==> src/hw/rtl/dps_pkg.sv <==
package dps_pkg;

   localparam int MAX_WIDTH   = 256;
   localparam int MAX_HEIGHT  = 256;
   localparam int LCG_ROUNDS  = 10;
   localparam int CELLS       = MAX_WIDTH * MAX_HEIGHT;
   localparam int CELL_AW     = $clog2(CELLS);
   localparam int ROUND_W     = 4;
   localparam int SEED_W      = 17;
   localparam int COORD_W     = 8;
   localparam int DIM_W       = 9;
   localparam int PROD_W      = SEED_W + DIM_W;

   localparam logic [SEED_W-1:0] LCG_MUL = 17'd75;
   localparam logic [SEED_W:0]   LCG_MOD = 18'd65537;

   localparam int CSR_IDX_W = 1;
   localparam logic [CSR_IDX_W-1:0] CSR_GRID_WIDTH  = 1'd0;
   localparam logic [CSR_IDX_W-1:0] CSR_GRID_HEIGHT = 1'd1;

   localparam logic [DIM_W-1:0] GRID_WIDTH_RST  = 9'd200;
   localparam logic [DIM_W-1:0] GRID_HEIGHT_RST = 9'd200;

   typedef enum logic [1:0] {
      OP_STICK  = 2'd0,
      OP_MOVE   = 2'd1,
      OP_OCCUPY = 2'd2,
      OP_NONE   = 2'd3
   } op_type;

   typedef enum logic [2:0] {
      S_CLEAR,
      S_IDLE,
      S_NBR,
      S_DRAIN,
      S_MARK,
      S_LCG,
      S_STEP,
      S_RESP
   } state_type;

   typedef struct packed {
      logic [SEED_W-1:0]  a;
      logic [DIM_W-1:0]   b;
      logic [COORD_W-1:0] c;
   } alu_req_type;

   typedef struct packed {
      logic               we;
      logic [CELL_AW-1:0] waddr;
      logic               wdata;
      logic [CELL_AW-1:0] raddr;
   } ram_req_type;

   // Neighbour offsets as ten-bit two's complement values; the centre is skipped.
   function automatic logic [9:0] nbr_dx(input logic [2:0] k);
      logic [9:0] d;
      unique case (k)
         3'd0, 3'd1, 3'd2: d = 10'h3FF;
         3'd3, 3'd4:       d = 10'h000;
         default:          d = 10'h001;
      endcase
      return d;
   endfunction

   function automatic logic [9:0] nbr_dy(input logic [2:0] k);
      logic [9:0] d;
      unique case (k)
         3'd0, 3'd3, 3'd5: d = 10'h3FF;
         3'd1, 3'd6:       d = 10'h000;
         default:          d = 10'h001;
      endcase
      return d;
   endfunction

endpackage

==> src/hw/rtl/dps_alu.sv <==
module dps_alu (
   input  dps_pkg::alu_req_type          alu_req,
   output logic [dps_pkg::CELL_AW-1:0]   prod_lo,
   output logic [dps_pkg::SEED_W-1:0]    mod_out
);

   logic [dps_pkg::PROD_W-1:0] prod;
   logic [9:0]                 prod_hi;
   logic [dps_pkg::SEED_W:0]   diff;
   logic [dps_pkg::SEED_W:0]   diff_fix;

   // One multiply-add serves both the cell index (row * width + column) and
   // a generator round. Since 2^16 is -1 modulo 65537, the product reduces
   // as low half minus high half, with one correction when that goes negative.
   always_comb begin
      prod     = dps_pkg::PROD_W'(alu_req.a) * dps_pkg::PROD_W'(alu_req.b)
                 + dps_pkg::PROD_W'(alu_req.c);
      prod_hi  = prod[dps_pkg::PROD_W-1:16];
      diff     = {2'b00, prod[15:0]} - {8'd0, prod_hi};
      diff_fix = diff + dps_pkg::LCG_MOD;
      prod_lo  = prod[dps_pkg::CELL_AW-1:0];
      mod_out  = diff[dps_pkg::SEED_W] ? diff_fix[dps_pkg::SEED_W-1:0]
                                       : diff[dps_pkg::SEED_W-1:0];
   end

endmodule

==> config.mk <==
export PLATFORM = sky130hd
export DESIGN_NAME = dps_alu
export DESIGN_NICKNAME = d
export VERILOG_FILES = /design/src/hw/rtl/dps_pkg.sv /design/src/hw/rtl/dps_alu.sv
export SDC_FILE = /design/constraint.sdc
export NUM_CORES = 1
export LEC_CHECK = 0
export BUFFER_PORTS_ARGS = -buffer_cell sky130_fd_sc_hd__buf_2
export CAP_MARGIN = 5
export CORE_MARGIN = 2
export CORE_UTILIZATION = 44
export DETAILED_ROUTE_END_ITERATION = 16
export RECOVER_POWER = 100
export SYNTH_ARGS = -nofsm -noshare
export SYNTH_HDL_FRONTEND = slang
export SYNTH_SLANG_ARGS = --single-unit
==> constraint.sdc <==
create_clock -name vclk -period 11.7
set_input_delay 1.755 -clock vclk [all_inputs]
set_output_delay 1.755 -clock vclk [all_outputs]
set_load 0.1 [all_outputs]
== Yosys cells after proc, flatten, opt, wreduce, memory -nomap -nowiden ==
Cells that the tools add are included.
Operators by class
  add/subtract/negate cells: 3
  $mul: 1
  muxes and demuxes: 1
Operators by type and width (count)
  adder 26 x 8 -> 26 bit: 1
  multiplier 17 x 9 -> 26 bit: 1
  adder 17 bit (second input constant): 1
  2-to-1 mux 17 bit: 1
  subtractor 16 x 10 -> 17 bit: 1
Storage, ports and cells
  flip-flop bits (word level): 0
  input port bits: 34
  word-level logic and storage cells: 5

== Longest topological paths before layout ==
Gate-level depths: netlist of run 1.
  word-level depth: 5
  gate-level depth with buffers: 30
  gate-level depth less buffers: 27

== Worst setup path before layout of run 1 ==
OpenSTA, ideal clock, no wires.
  kind: input port to output port
  from: input alu_req[10] (netlist name)
  to: output mod_out[12] (netlist name)
  arrival: 10754 ps
  path slack: -809 ps
  cell stages on the path: 24
  path through: clkbuf_1 clkbuf_1 nand2_1 fa_1 inv_1 fa_1 inv_1 fa_1 inv_1 fa_1 fa_1 ha_1 a21o_1 and2_1 or2_2 nor2_1 ha_1 and2_1 a22o_1 a31o_2 a21oi_1 nand3_1 nor3_2 nor2_1
On the way
  longest elaborated chain between the ends: 5
Ends and longest elaborated chain
  start: declaration: RTL line dps_alu.sv:2  | input dps_pkg::alu_req_type alu_req,
  multiplier 17 x 9 -> 26 bit (*): RTL line dps_alu.sv:16  | prod = dps_pkg::PROD_W'(alu_req.a) * dps_pkg::PROD_W'(alu_req.b)
  adder 26 x 8 -> 26 bit (*): RTL line dps_alu.sv:17  | + dps_pkg::PROD_W'(alu_req.c);
  net prod_lo (one bit): RTL line dps_alu.sv:3  | output logic [dps_pkg::CELL_AW-1:0] prod_lo,
  subtractor 16 x 10 -> 17 bit (*): RTL line dps_alu.sv:19  | diff = {2'b00, prod[15:0]} - {8'd0, prod_hi};
  adder 17 bit: RTL line dps_alu.sv:20  | diff_fix = diff + dps_pkg::LCG_MOD;
  2-to-1 mux 17 bit (*): RTL line dps_alu.sv:22  | mod_out = diff[dps_pkg::SEED_W] ? diff_fix[dps_pkg::SEED_W-1:0]
  end: declaration: RTL line dps_alu.sv:4  | output logic [dps_pkg::SEED_W-1:0] mod_out
The timed path passes the listed nets; every way through them passes the cells marked *.

== Final worst setup path of run 1 ==
  from: input alu_req[8] (netlist name)
  to: output mod_out[8] (netlist name)
On the way
  longest elaborated chain between the ends: 5
Ends and longest elaborated chain (RTL line)
  multiplier 17 x 9 -> 26 bit (*): dps_alu.sv:16
  adder 26 x 8 -> 26 bit (*): dps_alu.sv:17
  subtractor 16 x 10 -> 17 bit (*): dps_alu.sv:19
  adder 17 bit: dps_alu.sv:20
  2-to-1 mux 17 bit (*): dps_alu.sv:22
Every way passes the cells marked *; elsewhere a longest branch is shown, timed or not.

==> impl_metrics.json, run 1 <==
{
  "status": "complete, no violations",
  "io_pins": 67,
  "wl_per_cell_microns": 15.2,
  "endpoint_kind": "primary output",
  "postCtsSetupBuffers": 0,
  "fin_crit_sh_pct": 95.6,
  "place_worst_setup_slack_ns": 0.551,
  "rsz0062_at_grt": "false",
  "yosysWarnings": 0,
  "die_y_microns": 121,
  "setup_tns_ns": 0,
  "core_sq_um": 13300,
  "fp-row-count": 42,
  "grt_pass1_wl_microns": 24100,
  "holdCritPathClass": "in2out",
  "grt_usage_pct": 19.9,
  "max-slew-margin-rel_pct": 21.6,
  "crit_type": "in2out",
  "worst_slew_pin_slew_ns": 1.18,
  "syn2layout_area_growth_pct": 8.34,
  "cts_hold_buf": 0,
  "vias_per_cell": 5.41,
  "crit_required_ns": 9.95,
  "ant_nets": 0,
  "totalWireLength_microns": 14000,
  "final_cells": 920,
  "drc": 0,
  "vias": 4976,
  "numPlacedInstances": 920,
  "port_buffers": 67,
  "max_stage_delay_ns": 0.55,
  "cp_slowest_cell": "fa_1",
  "grt_pass1_vias": 5145,
  "drive_above_1_share_pct": 10.8,
  "maxSlewViolCount": 0,
  "die_area_sq_um": 14700,
  "seq_area_sq_um": 0,
  "worstPathMaxFanout": 17,
  "worst_setup_path_start_kind": "input port",
  "dpl.hpwl_microns": 12300,
  "gp_congestion": 0.862,
  "holdWs_ns": 4.35,
  "dr.pass1.iters": 5,
  "final-setup-viol-count": 0,
  "antenna_found_initial": 0,
  "start_util_pct": 45.4,
  "syn_nets": 923,
  "finalNetCount": 974,
  "antenna_cells": 0,
  "grt_max_degree": 18,
  "flops_and_latches": 0,
  "synth_area_sq_um": 6030,
  "nClkBuffers": 0,
  "postCtsResizedCells": 0,
  "fin_ws_ns": 0.516,
  "cp_data_arrival_time_ns": 9.43,
  "gr-total-overflow": 0,
  "cpMostUsedCell": "fa_1",
  "syn_inst": 695,
  "die-width_microns": 121,
  "period_minus_slack_ns": 11.18,
  "hold_viol_final": 0,
  "max_freq_mhz": 89.4,
  "ys_types": 57,
  "cap_viol_max_count": 0,
  "synth.avg_cell_area_sq_um": 8.68,
  "drt_iter0_markers": 213,
  "ys_seq_area_share_pct": 0
}
==> through the flow <==
| stage | utilization, % | cell area (sq um) |
|---|---|---|
| after floorplan | - | 6070 |
| after global placement | 49.3 | 6550 |
| after detailed placement | 49.3 | 6550 |
| after CTS | 49.3 | 6550 |
| after global routing | 49.1 | 6530 |
| final | 49.1 | 6530 |
==> cells in the final DEF (no fill, tap or decap), drive strengths merged, types with 4 or more instances in the layout <==
| cell type | Yosys | layout |
|---|---|---|
| nand2 | 90 | 90 |
| xnor2 | 27 | 27 |
| nand3 | 6 | 6 |
| a21o | 15 | 15 |
| nor4 | 4 | 4 |
| nor2 | 27 | 27 |
| inv | 103 | 103 |
| o21ai | 10 | 10 |
| fa | 111 | 111 |
| ha | 83 | 83 |
| nor3 | 10 | 10 |
| a211oi | 5 | 5 |
| buf | 2 | 35 |
| a21oi | 31 | 31 |
| nand4 | 4 | 4 |
| and2 | 83 | 83 |
| clkbuf | 16 | 32 |
| or2 | 4 | 4 |
| nand2b | 7 | 7 |
| xor2 | 12 | 12 |
==> cell usage after synthesis (8+ instances only) <==
cell	count	share of area [%]
a21o_1	14	1.7
a21oi_1	28	2.3
and2_1	83	8.6
clkbuf_1	16	1.0
fa_1	111	37
ha_1	83	17
inv_1	103	6.4
nand2_1	90	5.6
nor2_1	27	1.7
o21ai_0	8	0.66
xnor2_1	27	3.9
xor2_1	12	1.7
==> critical path: cells and delay by family <==
family	cells	cell delay, ns
fa+ha+maj	8	3.49
buf+inv	6	0.93
compound gates	7	1.89
simple gates	5	1.02
xor+xnor	2	0.32
==> worst paths after layout <==
kind,start,end,slack [ns],cells after the start
setup / recovery,alu_req[8],mod_out[8],0.52,28
hold / removal,alu_req[0],prod_lo[0],4.35,3
==> cell type report <==
cell class	count	area, sq um
timing repair buffer	67	315
tap	176	220
fill	1335	6760
multi-input combinational	574	5610
inverter	103	387
==> metal layers <==
metal	wire length, microns	share of wire (%)	global-route usage (%)	vias to the layer above
met5	0	0	0	-
met4	238	1.7	3.13	0
met3	432	3.1	0.564	21
met2	7340	52	36.3	114
met1	5980	43	26.9	2508
li1	-	-	-	2333
==> cell families after synthesis <==
group | synth area share [%]
adders and majority gates | 54.1
muxes | 0.373
xor gates and xnor gates | 5.66
buffers and inverters | 7.68
AOI/OAI and AO/OA | 10.1
and+or+nand+nor | 22.1
Power of run 1 is left out: the tool's default activity adds up to more than one toggle a clock period on the data nets, which glitch-free logic cannot reach.
==> run 2, diff against run 1 <==
- CORE_UTILIZATION: 44 -> 38
==> run 2 against run 1 <==
  * Cell area is 0.71% higher
  * Critical path depth is 2 lower
  * Flip-flop and latch count stayed put
  * Sequential share of layout area stayed put
  * Final cell count is 4.3% higher
  * Worst setup slack better by 0.14 ns
==> impl_metrics.json, run 2 (same netlist as run 1, synthesis figures left out) <==
{
  "status": "complete, no violations",
  "cap_viol_max_count": 0,
  "hold_viol_final": 0,
  "ant_nets": 0,
  "worst_slew_pin_slew_ns": 1.17,
  "syn2layout_area_growth_pct": 9.11,
  "grt_max_degree": 18,
  "postCtsSetupBuffers": 0,
  "vias_per_cell": 5.06,
  "grt_pass1_vias": 4838,
  "rsz0062_at_grt": "false",
  "cp_data_arrival_time_ns": 9.28,
  "max-slew-margin-rel_pct": 22.2,
  "fp-row-count": 46,
  "drive_above_1_share_pct": 10.8,
  "die_area_sq_um": 16900,
  "worstHoldStart": "alu_req[0]",
  "die_y_microns": 130,
  "worst_setup_path_start_kind": "input port",
  "fin_crit_sh_pct": 94.3,
  "worstPathMaxFanout": 17,
  "max_freq_mhz": 90.6,
  "nClkBuffers": 0,
  "antenna_cells": 0,
  "holdCritPathClass": "in2out",
  "gp_congestion": 0.838,
  "drt_iter0_markers": 219,
  "maxSlewViolCount": 0,
  "final_util_pct": 41.9,
  "io_pins": 67,
  "dr.pass1.iters": 4,
  "dpl.hpwl_microns": 12400,
  "totalWireLength_microns": 13900,
  "antenna_found_initial": 0,
  "vias": 4857,
  "filler_cell_count": 1651,
  "crit_end": "mod_out[16]",
  "core_sq_um": 15700,
  "multi_input_area_sq_um": 5610,
  "finalInstanceArea_sq_um": 6580,
  "grt_pass1_wl_microns": 23000,
  "setup_tns_ns": 0,
  "cts_hold_buf": 0,
  "placed_area_sq_um": 6600,
  "port_buffers": 67,
  "die-width_microns": 130,
  "crit_required_ns": 9.95,
  "final-setup-viol-count": 0,
  "postCtsResizedCells": 0,
  "grt_usage_pct": 16.7,
  "holdWs_ns": 4.36,
  "wl_per_cell_microns": 14.5,
  "final_cell_mix": "fa_1 (111), inv_1 (103), nand2_1 (90)",
  "crit_start": "alu_req[8]",
  "start_util_pct": 38.4,
  "seq_area_sq_um": 0,
  "crit_type": "in2out",
  "final_common_cell": "fa_1",
  "drc": 0,
  "flops_and_latches": 0,
  "gr-total-overflow": 0,
  "endpoint_kind": "primary output",
  "finalNetCount": 974,
  "period_minus_slack_ns": 11.04
}
[run 2: cell types whose count changed in the layout (fill, tap and decap cells not counted)]
cell	change
clkbuf_4	+1
buf_2	+2
nor3_2	+1
clkbuf_2	-3
nor3_4	-1
[run 2: area by class of cell]
cell class	instances	share of cell area, %
multi-input combinational	574	85.2
timing repair buffer	67	4.83
inverter	103	5.88
tap	216	4.11
[run 2: worst max-delay path, stage by stage]
cell and delay, ns:
buf_2 0.27, nand2_1 0.13, fa_1 0.54, inv_1 0.05, fa_1 0.49, inv_1 0.05, fa_1 0.53, inv_1 0.05
fa_1 0.49, fa_1 0.42, ha_1 0.43, nand4_1 0.21, a211oi_1 0.43, nor2_1 0.08, a31oi_1 0.32, a311oi_1 0.22
xnor2_1 0.17, ha_1 0.34, and3_1 0.21, a221oi_1 0.35, xnor2_1 0.21, nand4_1 0.24, nor2_1 0.19, nand3_1 0.21
nor3_2 0.35, clkbuf_2 0.52
[run 2: through the flow]
stage / setup WS, ns / std cells
after floorplan: 0.0841 / 695
after global placement: 0.698 / 960
after detailed placement: 0.577 / 960
after CTS: 0.561 / 960
after global routing: 0.0575 / 960
final: 0.661 / 960
[run 2: metal layers]
layer | GRT usage, % | wire length (microns)
met5 | 0 | 0
met4 | 1.64 | 119
met3 | 0.451 | 473
met2 | 30.0 | 7160
met1 | 23.3 | 6170
[run 2: worst min path at each step]
| stage | endpoint | slack, ns | cells after the start |
|---|---|---|---|
| finish | prod_lo[0] | 4.36 | 3 |
| global route | prod_lo[0] | 4.36 | 3 |
| CTS | prod_lo[0] | 4.15 | 3 |
| detailed placement | prod_lo[0] | 4.15 | 3 |
| global placement | prod_lo[0] | 4.15 | 3 |
| floorplan | prod_lo[0] | 4.06 | 1 |
Power of run 2 is left out for the same reason.
==> run 3, diff against run 2 <==
- CORE_MARGIN: 2 -> unset
==> run 3 against run 2 <==
  * Largest cell class unchanged
  * Clock-buffer cell count unchanged
  * Utilization increased by 0.96 points
  * Worst hold slack better by 0.051 ns
  * Critical path type unchanged
  * Die area fell by 3.1%
  * Flip-flop and latch count unchanged
  * Routed wire length down 0.76%
  * Via count fell by 1.1%
==> impl_metrics.json, run 3 (same netlist as run 1, synthesis figures left out) <==
{
  "drc": 0,
  "worst_slew_pin_slew_ns": 1.19,
  "cap_viol_max_count": 0,
  "max_stage_delay_ns": 0.56,
  "vias": 4805,
  "crit_type": "in2out",
  "die_y_microns": 128,
  "dpl.hpwl_microns": 12100,
  "grt_max_degree": 18,
  "hold_viol_final": 0,
  "grt_pass1_vias": 4985,
  "ant_nets": 0,
  "max-slew-margin-rel_pct": 21.3,
  "wl_per_cell_microns": 14.5,
  "vias_per_cell": 5.03,
  "die-width_microns": 128,
  "final_cell_mix": "fa_1 (111), inv_1 (103), nand2_1 (90)",
  "syn2layout_area_growth_pct": 9.19,
  "cp_slowest_cell": "fa_1",
  "holdWs_ns": 4.41,
  "holdCritPathClass": "in2out",
  "final-setup-viol-count": 0,
  "antenna_found_initial": 0,
  "crit_required_ns": 9.95,
  "grt_usage_pct": 17.7,
  "io_pins": 67,
  "grt_pass1_wl_microns": 23700,
  "antenna_cells": 0,
  "crit_family": "adder cells",
  "status": "complete, no violations",
  "worst_setup_path_start_kind": "input port",
  "cpMostUsedCell": "fa_1",
  "endpoint_kind": "primary output",
  "port_buffers": 67,
  "fp-row-count": 45,
  "gp_congestion": 0.814,
  "dr.pass1.iters": 4,
  "final_common_cell": "fa_1",
  "fin_crit_sh_pct": 95.4,
  "drive_above_1_share_pct": 10.9,
  "cp_data_arrival_time_ns": 9.40,
  "max_freq_mhz": 89.6,
  "gr-total-overflow": 0,
  "cts_hold_buf": 0,
  "maxSlewViolCount": 0,
  "worstPathMaxFanout": 17,
  "nClkBuffers": 0,
  "die_area_sq_um": 16400,
  "period_minus_slack_ns": 11.16,
  "path_buf_inv": 6,
  "core_sq_um": 15400,
  "finalNetCount": 974,
  "start_util_pct": 39.2,
  "drt_iter0_markers": 116,
  "rsz0062_at_grt": "false",
  "setup_tns_ns": 0,
  "seq_area_sq_um": 0,
  "totalWireLength_microns": 13800,
  "postCtsSetupBuffers": 0,
  "flops_and_latches": 0
}
[run 3: area by class of cell]
class                      count  area (sq um)
inverter                     103           387
multi-input combinational    574          5620
tap                          211           264
fill                        1592          8790
timing repair buffer          67           318
[run 3: what timing repair did]
item	4_1_cts	5_1_grt
endpoints found under the hold margin	0	0
endpoints found under the setup margin	0	1
gates resized for setup	0	2
[run 3: worst paths after layout]
kind	start	endpoint	slack, ns	cells past startpoint
max	alu_req[8]	mod_out[6]	0.54	28
min	alu_req[0]	prod_lo[0]	4.41	3
[run 3: stage by stage]
stage / cells / worst slack (ns) / util (%) / area, sq um
6_report: 955 / 0.542 / 42.8 / 6590
5_1_grt: 955 / 0.0343 / 42.8 / 6590
4_1_cts: 955 / 0.503 / 42.9 / 6600
3_5_place_dp: 955 / 0.501 / 42.9 / 6600
3_3_place_gp: 955 / 0.681 / 42.9 / 6600
2_1_floorplan: 695 / 0.0841 / - / 6070
[run 3: metal layers]
layer	share of wire, %	global-route usage [%]	vias up
li1	-	-	2336
met1	47	24.7	2436
met2	51	32.0	28
met3	1.2	0.501	5
met4	0.41	0.623	0
met5	0	0	-
Power of run 3 is left out for the same reason.
