`src/hw/rtl/dps_pkg.sv`:
```
package dps_pkg;

   localparam int MAX_WIDTH   = 256;
   localparam int MAX_HEIGHT  = 256;
   localparam int LCG_ROUNDS  = 10;
   localparam int CELLS       = MAX_WIDTH * MAX_HEIGHT;
   localparam int CELL_AW     = $clog2(CELLS);
   localparam int ROUND_W     = 4;
   localparam int SEED_W      = 17;
   localparam int COORD_W     = 8;
   localparam int DIM_W       = 9;
   localparam int PROD_W      = SEED_W + DIM_W;

   localparam logic [SEED_W-1:0] LCG_MUL = 17'd75;
   localparam logic [SEED_W:0]   LCG_MOD = 18'd65537;

   localparam int CSR_IDX_W = 1;
   localparam logic [CSR_IDX_W-1:0] CSR_GRID_WIDTH  = 1'd0;
   localparam logic [CSR_IDX_W-1:0] CSR_GRID_HEIGHT = 1'd1;

   localparam logic [DIM_W-1:0] GRID_WIDTH_RST  = 9'd200;
   localparam logic [DIM_W-1:0] GRID_HEIGHT_RST = 9'd200;

   typedef enum logic [1:0] {
      OP_STICK  = 2'd0,
      OP_MOVE   = 2'd1,
      OP_OCCUPY = 2'd2,
      OP_NONE   = 2'd3
   } op_type;

   typedef enum logic [2:0] {
      S_CLEAR,
      S_IDLE,
      S_NBR,
      S_DRAIN,
      S_MARK,
      S_LCG,
      S_STEP,
      S_RESP
   } state_type;

   typedef struct packed {
      logic [SEED_W-1:0]  a;
      logic [DIM_W-1:0]   b;
      logic [COORD_W-1:0] c;
   } alu_req_type;

   typedef struct packed {
      logic               we;
      logic [CELL_AW-1:0] waddr;
      logic               wdata;
      logic [CELL_AW-1:0] raddr;
   } ram_req_type;

   // Neighbour offsets as ten-bit two's complement values; the centre is skipped.
   function automatic logic [9:0] nbr_dx(input logic [2:0] k);
      logic [9:0] d;
      unique case (k)
         3'd0, 3'd1, 3'd2: d = 10'h3FF;
         3'd3, 3'd4:       d = 10'h000;
         default:          d = 10'h001;
      endcase
      return d;
   endfunction

   function automatic logic [9:0] nbr_dy(input logic [2:0] k);
      logic [9:0] d;
      unique case (k)
         3'd0, 3'd3, 3'd5: d = 10'h3FF;
         3'd1, 3'd6:       d = 10'h000;
         default:          d = 10'h001;
      endcase
      return d;
   endfunction

endpackage

```
`src/hw/rtl/dps_ctrl.sv`:
```
module dps_ctrl (
   input  logic                          clock,
   input  logic                          reset,
   input  logic                          start,
   output logic                          busy,
   input  logic [1:0]                    req_op,
   input  logic [dps_pkg::COORD_W-1:0]   req_pos_x,
   input  logic [dps_pkg::COORD_W-1:0]   req_pos_y,
   input  logic [dps_pkg::SEED_W-1:0]    req_walk_seed,
   input  logic [dps_pkg::DIM_W-1:0]     grid_w,
   input  logic [dps_pkg::DIM_W-1:0]     grid_h,
   input  logic [dps_pkg::CELL_AW-1:0]   alu_prod,
   input  logic [dps_pkg::SEED_W-1:0]    alu_mod,
   input  logic                          ram_rd_data,
   output dps_pkg::alu_req_type          alu_req,
   output dps_pkg::ram_req_type          ram_req,
   output logic                          rsp_valid,
   output logic                          rsp_stuck,
   output logic [dps_pkg::COORD_W-1:0]   rsp_new_x,
   output logic [dps_pkg::COORD_W-1:0]   rsp_new_y,
   output logic [dps_pkg::SEED_W-1:0]    rsp_new_seed
);

   localparam logic [dps_pkg::CELL_AW-1:0] CLR_LAST = dps_pkg::CELL_AW'(dps_pkg::CELLS - 1);
   localparam logic [dps_pkg::ROUND_W-1:0] ROUND_LAST =
      dps_pkg::ROUND_W'(dps_pkg::LCG_ROUNDS - 1);

   dps_pkg::state_type state_ff, state_in;

   logic [dps_pkg::CELL_AW-1:0] clr_ff, clr_in;
   logic [2:0]                  nb_ff, nb_in;
   logic [dps_pkg::ROUND_W-1:0] round_ff, round_in;
   logic                        pend_ff, pend_in;
   logic                        hit_ff, hit_in;
   logic                        stuck_ff, stuck_in;
   logic [dps_pkg::COORD_W-1:0] x_ff, x_in;
   logic [dps_pkg::COORD_W-1:0] y_ff, y_in;
   logic [dps_pkg::SEED_W-1:0]  seed_ff, seed_in;

   logic [dps_pkg::COORD_W-1:0] w_m1, h_m1, x_sat, y_sat;
   logic [9:0]                  nx, ny;
   logic                        nbr_valid;
   logic                        accept;
   logic [dps_pkg::COORD_W:0]   x_inc, y_inc;

   always_comb begin
      w_m1      = dps_pkg::COORD_W'(grid_w - 9'd1);
      h_m1      = dps_pkg::COORD_W'(grid_h - 9'd1);
      x_sat     = (req_pos_x > w_m1) ? w_m1 : req_pos_x;
      y_sat     = (req_pos_y > h_m1) ? h_m1 : req_pos_y;
      // A column or row of minus one wraps to a large value and fails the bound.
      nx        = {2'b00, x_ff} + dps_pkg::nbr_dx(nb_ff);
      ny        = {2'b00, y_ff} + dps_pkg::nbr_dy(nb_ff);
      nbr_valid = (nx < {1'b0, grid_w}) && (ny < {1'b0, grid_h});
      accept    = start && (state_ff == dps_pkg::S_IDLE);
      hit_in    = hit_ff | (pend_ff & ram_rd_data);
      x_inc     = {1'b0, x_ff} + 9'd1;
      y_inc     = {1'b0, y_ff} + 9'd1;
   end

   // Next state.
   always_comb begin
      state_in = state_ff;
      unique case (state_ff)
         dps_pkg::S_CLEAR: begin
            if (clr_ff == CLR_LAST) begin
               state_in = dps_pkg::S_IDLE;
            end
         end
         dps_pkg::S_IDLE: begin
            if (start) begin
               unique case (dps_pkg::op_type'(req_op))
                  dps_pkg::OP_STICK:  state_in = dps_pkg::S_NBR;
                  dps_pkg::OP_MOVE:   state_in = dps_pkg::S_LCG;
                  dps_pkg::OP_OCCUPY: state_in = dps_pkg::S_MARK;
                  dps_pkg::OP_NONE:   state_in = dps_pkg::S_RESP;
               endcase
            end
         end
         dps_pkg::S_NBR: begin
            if (nb_ff == 3'd7) begin
               state_in = dps_pkg::S_DRAIN;
            end
         end
         dps_pkg::S_DRAIN: state_in = hit_in ? dps_pkg::S_MARK : dps_pkg::S_RESP;
         dps_pkg::S_MARK:  state_in = dps_pkg::S_RESP;
         dps_pkg::S_LCG: begin
            if (round_ff == ROUND_LAST) begin
               state_in = dps_pkg::S_STEP;
            end
         end
         dps_pkg::S_STEP:  state_in = dps_pkg::S_RESP;
         dps_pkg::S_RESP:  state_in = dps_pkg::S_IDLE;
         default:          state_in = dps_pkg::S_CLEAR;
      endcase
   end

   // Outputs and shared-unit operand selection.
   always_comb begin
      busy          = (state_ff != dps_pkg::S_IDLE);
      rsp_valid     = (state_ff == dps_pkg::S_RESP);
      alu_req.a     = dps_pkg::SEED_W'(y_ff);
      alu_req.b     = grid_w;
      alu_req.c     = x_ff;
      ram_req.we    = 1'b0;
      ram_req.waddr = alu_prod;
      ram_req.wdata = 1'b1;
      ram_req.raddr = alu_prod;
      unique case (state_ff)
         dps_pkg::S_CLEAR: begin
            ram_req.we    = 1'b1;
            ram_req.waddr = clr_ff;
            ram_req.wdata = 1'b0;
         end
         dps_pkg::S_NBR: begin
            alu_req.a = dps_pkg::SEED_W'(ny[dps_pkg::COORD_W-1:0]);
            alu_req.c = nx[dps_pkg::COORD_W-1:0];
         end
         dps_pkg::S_MARK: begin
            ram_req.we = 1'b1;
         end
         dps_pkg::S_LCG: begin
            alu_req.a = seed_ff;
            alu_req.b = dps_pkg::DIM_W'(dps_pkg::LCG_MUL);
            alu_req.c = '0;
         end
         default: begin
         end
      endcase
   end

   // Datapath next values.
   always_comb begin
      clr_in   = clr_ff;
      nb_in    = nb_ff;
      round_in = round_ff;
      pend_in  = (state_ff == dps_pkg::S_NBR) && nbr_valid;
      stuck_in = stuck_ff;
      x_in     = x_ff;
      y_in     = y_ff;
      seed_in  = seed_ff;
      unique case (state_ff)
         dps_pkg::S_CLEAR: clr_in = clr_ff + 1'b1;
         dps_pkg::S_NBR:   nb_in = nb_ff + 3'd1;
         dps_pkg::S_MARK:  stuck_in = 1'b1;
         dps_pkg::S_LCG: begin
            seed_in  = alu_mod;
            round_in = round_ff + 1'b1;
         end
         dps_pkg::S_STEP: begin
            unique case (seed_ff[1:0])
               2'd0: x_in = (x_inc >= grid_w) ? '0 : x_inc[dps_pkg::COORD_W-1:0];
               2'd1: x_in = (x_ff == '0) ? w_m1 : x_ff - 8'd1;
               2'd2: y_in = (y_inc >= grid_h) ? '0 : y_inc[dps_pkg::COORD_W-1:0];
               2'd3: y_in = (y_ff == '0) ? h_m1 : y_ff - 8'd1;
            endcase
         end
         default: begin
         end
      endcase
      if (accept) begin
         nb_in    = '0;
         round_in = '0;
         stuck_in = (dps_pkg::op_type'(req_op) == dps_pkg::OP_OCCUPY);
         x_in     = x_sat;
         y_in     = y_sat;
         seed_in  = req_walk_seed;
      end
   end

   always_ff @(posedge clock) begin
      if (reset) begin
         state_ff <= dps_pkg::S_CLEAR;
         clr_ff   <= '0;
         nb_ff    <= '0;
         round_ff <= '0;
         pend_ff  <= 1'b0;
         hit_ff   <= 1'b0;
      end else begin
         state_ff <= state_in;
         clr_ff   <= clr_in;
         nb_ff    <= nb_in;
         round_ff <= round_in;
         pend_ff  <= pend_in;
         hit_ff   <= accept ? 1'b0 : hit_in;
      end
      stuck_ff <= stuck_in;
      x_ff     <= x_in;
      y_ff     <= y_in;
      seed_ff  <= seed_in;
   end

   assign rsp_stuck    = stuck_ff;
   assign rsp_new_x    = x_ff;
   assign rsp_new_y    = y_ff;
   assign rsp_new_seed = seed_ff;

endmodule

```
`config.mk`:
```
export PLATFORM = sky130hd
export DESIGN_NAME = dps_ctrl
export DESIGN_NICKNAME = d
export VERILOG_FILES = /design/src/hw/rtl/dps_pkg.sv /design/src/hw/rtl/dps_ctrl.sv
export SDC_FILE = /design/constraint.sdc
export NUM_CORES = 1
export LEC_CHECK = 0
export ABC_CLOCK_PERIOD_IN_PS = 4900
export BUFFER_PORTS_ARGS = -buffer_cell sky130_fd_sc_hd__buf_2
export CORE_MARGIN = 5
export CORE_UTILIZATION = 54
export DETAILED_ROUTE_END_ITERATION = 8
export HOLD_SLACK_MARGIN = 0.1
export PLACE_DENSITY = 0.83
export SYNTH_ARGS = -nofsm -noshare
export SYNTH_HDL_FRONTEND = slang
export SYNTH_SLANG_ARGS = --single-unit
export TNS_END_PERCENT = 1
```
`constraint.sdc`:
```
create_clock -name clock -period 4.9 [get_ports clock]
set_clock_uncertainty 0.2 [all_clocks]
set_input_delay 0.49 -clock clock [delete_from_list [all_inputs] [get_ports clock]]
set_output_delay 0.49 -clock clock [all_outputs]
set_load 0.01 [all_outputs]
```
; ---- Word-level counts from Yosys, hierarchy flattened
; Cells that the tools add are included.
[totals]
regBits = 62
out_inout_bits = 104
[classes]
addsub = 11
order_cmp = 6
eq_ne = 27
mux = 30
n_bitwise = 2
reduce_logical = 24
[op_table]
columns = operator, count
row1 = 8-bit 2-to-1 mux, 10
row2 = 17-bit 2-to-1 mux, 3
row3 = 8-bit one-hot mux with 2 select lines, 3
row4 = 10-bit one-hot mux with 2 select lines, 2
row5 = 17-bit one-hot mux with 2 select lines, 1
row6 = "8-bit by 1-bit subtractor with 8-bit output, second input constant", 4
row7 = "3-bit == test, second input constant", 8
row8 = 3-bit one-hot mux with 7 select lines, 1
row9 = 8-bit by 10-bit adder with 10-bit output, 2
row10 = 10-bit by 9-bit less-than comparator with 1-bit output, 2
row11 = "8-bit by 1-bit adder with 9-bit output, second input constant", 2
row12 = 9-bit greater-or-equal comparator, 2
row13 = "16-bit by 1-bit adder with 16-bit output, second input constant", 1
row14 = "16-bit == test, second input constant", 1
row15 = 8-bit greater-than comparator, 2
row16 = 8-bit zero test, 2
row17 = "3-bit by 2-bit == test with 1-bit output, second input constant", 4
row18 = 3-bit 2-to-1 mux, 4
row19 = 3-bit one-hot mux with 4 select lines, 1
row20 = 2-bit OR reduction, 5
row21 = 9-bit 2-to-1 mux, 1
row22 = "2-bit == test, second input constant", 4
row23 = "2-bit != test, second input constant", 4
row24 = "3-bit by 1-bit == test with 1-bit output, second input constant", 2
row25 = other kinds (17), 29

; ---- Depth between registers and ports, before layout
[logic_depth]
depth_word = 7
mapped_depth = 20

; ---- Worst setup path before layout
; OpenSTA, ideal clock, no wires.
[synth_path]
path_type = reg-to-reg
start = reg nb_ff[1]
end = reg pend_ff
arrival_time_ns = 3.426
required_time_ns = 4.639
slack_ns = 1.213
path_stages_with_launch = 18
path_buffers = 0
cell_sequence = dfxtp_1 inv_1 ha_1 o21ai_1 inv_1 ha_1 nor2b_1 o21a_1 o21ai_0 nand2b_1 a211o_1 and2_1 ha_1 and4_1 nand2_1 o2111ai_1 nor3_1 and4b_1
[synth_between]
elab_chain_cells = 7
word_cells_on_any_way = 19
classes_between = add/sub: 2 / order compare: 2 / eq/ne: 6 / mux: 2 / reduce/logical: 7
[synth_lines]
columns = item, line
row1 = "start, declared", dps_ctrl.sv:31  ; logic [2:0] nb_ff, nb_in;
row2 = "start signal, assigned", dps_ctrl.sv:182  ; nb_ff <= nb_in;
row3 = 3-bit by 1-bit == test with 1-bit output (tied with other cells), "dps_pkg.sv:58, dps_pkg.sv:68"
row4 = 3-bit OR reduction (tied with other cells), dps_pkg.sv:58  ; unique case (k)
row5 = 10-bit one-hot mux with 2 select lines (on tied branches), "dps_pkg.sv:58, dps_pkg.sv:68"
row6 = 8-bit by 10-bit adder with 10-bit output (on tied branches), "dps_ctrl.sv:52, dps_ctrl.sv:53"
row7 = 10-bit by 9-bit less-than comparator with 1-bit output, dps_ctrl.sv:54  ; nbr_valid = (nx < {1'b0, grid_w}) && (ny < {1'b0, grid_h});
row8 = 1-bit logical AND *, dps_ctrl.sv:54
row9 = 1-bit logical AND *, dps_ctrl.sv:137  ; pend_in = (state_ff == dps_pkg::S_NBR) && nbr_valid;
row10 = "end signal, assigned", dps_ctrl.sv:184  ; pend_ff <= pend_in;
row11 = "end, declared", dps_ctrl.sv:33  ; logic pend_ff, pend_in;
; Every way passes the cells marked *; elsewhere a longest branch is shown, timed or not.
; A chain may end at the register's enable or synchronous reset.

==> summary.md <==
| Metric | Value |
|---|---|
| Minimum clock period | `4270 ps` |
| DRC violations left | `0` |
| Main combinational cell family by area after synthesis | `simple AND/OR/NAND/NOR gates` |
| Detail Placement HPWL | `approximately 15 mm` |
| Core area | `12000 µm²` |
| Final Max Tran Viols | `0` |
| Peak supply drop | `0.153 mV` |
| Mean area per synthesized cell | `8.22 µm²` |
| Clock-pin slew on the worst setup and hold paths | `60 ps` |
| Area growth syn-to-layout | `18.7%` |
| XOR/XNOR Fraction of Synth Area | `7.97%` |
| Final instance area | `7830 µm²` |
| WP buf/inv | `2` |
| Critical Path Source Type | `flop` |
| Post-synthesis adder-cell area fraction | `between 10% and 20%` |
| Fmax achieved | `around 0.23 GHz` |
| Register-to-Register Setup Slack | `770 ps` |
| Outcome | `complete, no violations` |
| Slew Limit Headroom | `28.8%` |
| Iter 0 DRT Violations | `563` |
| Largest net degree at the start of global routing | `40` |
| Slew of the pin with the lowest slew margin | `1060 ps` |
| Post-synthesis sequential area ratio | `24.0%` |
| Post-Syn Instances | `802` |
| Wirelength, routed | `18.9 mm` |
| Yosys cell types | `70` |
| Port bufs | `a little under 200` |
| Max-cap viol count | `0` |
| Cell mode on critical path | `ha_1` |
| Number of antenna violations at the first check in global routing | `1` |
| Post-synth EDFFs | `34` |
| Syn_nets | `975` |
| Post-Syn Area | `6590 µm²` |
| Cell count of the worst reg-to-reg path | `18` |
| Period utilisation layout | `87.2%` |
| Setup violations, final | `0` |
| Hold crit path type | `input port to flop` |
| CP arrival | `3580 ps` |
| CTS tree | `yes` |
| Starting density of the core | `approximately 55%` |
| DR WL/cell | `17.0 µm` |
| Hold path endpoint | `rsp_new_seed[0]` |
| Sequential cell area | `around 1600 µm²` |
| GRT Total Usage | `25.1%` |
| Worst Hold Path Cells | `3` |
| Final setup margin | `628 ps` |
| Vias in the first global route | `6168` |
| Total power | `1490 µW` |
| Final nets | `1133` |
| Critical Path Max Stage Delay | `660 ps` |
| End of the worst register-to-register path | `pend_ff` |
| Synth Flop Type | `edfxtp_1` |
| Critical Path Slowest Stage Cell | `o41ai_1` |
| CTS resizes | `0` |
| Multi-input logic area | `4500 µm²` |
| Hold_buf cts | `0` |
| Grt total ovfl | `0` |
| Vias/cell | `5.82` |
| Diodes inserted | `0` |
| Crit-path leading delay family | `compound AO/OA/AOI/OAI gates` |
| Fraction of layout cells with a size suffix above 1 | `between 20% and 30%` |
| Post-synthesis mux area share | `under 10%` |
| Die Width | `121 µm` |
| Fill cell count | `a little over 1000` |
| Simple-gate share of the synthesized area | `21.0%` |
| Final Hold Viols | `0` |
| Setup Fix Bufs, Post-CTS | `0` |
| Kind of critical path | `flop to primary output` |
| Origin of the critical flop-to-flop path | `nb_ff[1]` |
| First-pass GRT wire length | `29.7 mm` |
| Routed Antenna Nets | `0` |
| Vias | `6475` |
| Chip height | `121 µm` |
| CP cell instances | `inv_1 > ha_1 > mux2_2 > nor2_1 > nand2_1 > ha_1 > ha_1 > o41ai_1 > o21ai_0 > a221o_1 > buf_2` |
| #FFs+latches synth | `62` |
| Drt first pass iters | `7` |
| Max Fanout on Critical Path | `7` |
| Worst hold path startpoint | `req_walk_seed[0]` |
| H-tree levels | `3` |
| GP Congestion | `0.935` |
| Hold WS | `209 ps` |
| Rows | `40` |
| Placed inst area | `7490 µm²` |
| Yosys synthesis warning count | `0` |
| CTS buffer count | `9` |
| RSZ-0062 raised after global routing | `no` |
| Compound-Gate Fraction of Synth Area | `17.2%` |
| Clock tree buffer depth | `2` |
| Final TNS setup | `0 ps` |
| CP endpoint kind | `primary output` |
| Boundary Pins | `194` |
| DP Worst Slack | `824 ps` |
| Clock root buffer | `clkbuf_16` |
| Clock latency at the later pin of the worst-skew pair | `340 ps` |
| Die ar. | `roughly 15000 µm²` |
| Total power divided by cell area | `190 nW/µm²` |
| Leak | `0.00374 µW` |
| CTS sink cnt | `62` |
| Fraction of registers with async set/reset | `0%` |
| Critical Path RT | `4210 ps` |
## flip-flops by register name (all words and copies together) (netlist names), 3 cells and up
name	flops
state_ff	3
rsp_new_x	8
round_ff	4
clr_ff	16
rsp_new_y	8
rsp_new_seed	17
nb_ff	3
## power by group
part	leakage, µW	total (µW)	internal, µW	switching, µW
clock network	0.000160	731	496	235
registers	0.000529	551	548	2.42
logic	0.00306	205	93.8	111
## area by class of cell
class	count	share of cell area (%)
well taps	147	2.35
inverters	56	2.68
multi-input cells	632	57.5
repair buffers	199	12.9
clock inverters	6	1.41
flip-flops and latches	62	20.2
clock buffers	10	2.92
## placed cells by master (no fill, tap or decap), types with 11 or more instances in the layout
master,Yosys,routed
edfxtp_1,34,34
a21o_1,11,11
nor3_1,15,14
a21oi_1,31,31
mux2_2,18,18
buf_2,1,193
inv_1,56,56
nor2_1,59,58
nand3_1,20,20
dfxtp_1,28,28
nand4_1,14,14
mux2i_1,20,20
xnor2_1,37,37
xor2_1,23,23
nand2_1,99,99
ha_1,82,82
o21ai_0,40,40
and2_1,16,16
## Yosys cell counts, types with 14 or more instances
cell type / n / share of area (%)
and2_1: 16 / 1.5
edfxtp_1: 34 / 15
nand4_1: 14 / 1.3
nand3_1: 20 / 1.5
dfxtp_1: 28 / 8.5
clkbuf_1: 26 / 1.5
xor2_1: 23 / 3.1
nor2_1: 59 / 3.4
mux2i_1: 20 / 3.0
o21ai_0: 40 / 3.0
nand2_1: 99 / 5.6
buf_4: 16 / 1.8
inv_1: 56 / 3.2
a21oi_1: 31 / 2.4
mux2_2: 18 / 3.1
xnor2_1: 37 / 4.9
ha_1: 82 / 16
nor3_1: 15 / 1.1
## tightest hold or removal path: stages
cell and delay [ps]:
buf_2 70, nand2_1 40, nand2_1 40
## cells by family after synthesis
logic type / after synthesis
buffers and inverters: 108
and+or+nand+nor: 283
adders and majority gates: 83
AOI/OAI and AO/OA: 168
DFF: 62
xor gates and xnor gates: 60
muxes: 38
## worst max path at each step
stage             endpoint     start  cells past startpoint  slack (ps)
3_3_place_gp       pend_ff  nb_ff[1]                     18         960
2_1_floorplan      pend_ff  nb_ff[1]                     17        1210
4_1_cts        alu_req[23]  nb_ff[0]                     11         670
6_report       alu_req[23]  nb_ff[0]                     11         630
5_1_grt            pend_ff  nb_ff[1]                     18         390
3_5_place_dp       pend_ff  nb_ff[1]                     18         820
## through the flow
step / utilization [%] / instances
after detailed placement: 62.4 / 1096
final: 65.2 / 1112
after floorplan: - / 802
after CTS: 65.2 / 1112
after global placement: 62.4 / 1096
after global routing: 65.2 / 1112
## per-layer routing
layer	vias to the layer above	share of wire (%)	global-route usage, %
met2	308	46	40.6
met1	2959	43	32.8
met5	-	0.095	0
met3	44	8.9	5.14
li1	3162	-	-
met4	2	2.4	10.3
Power figures use the tool's default switching activity.
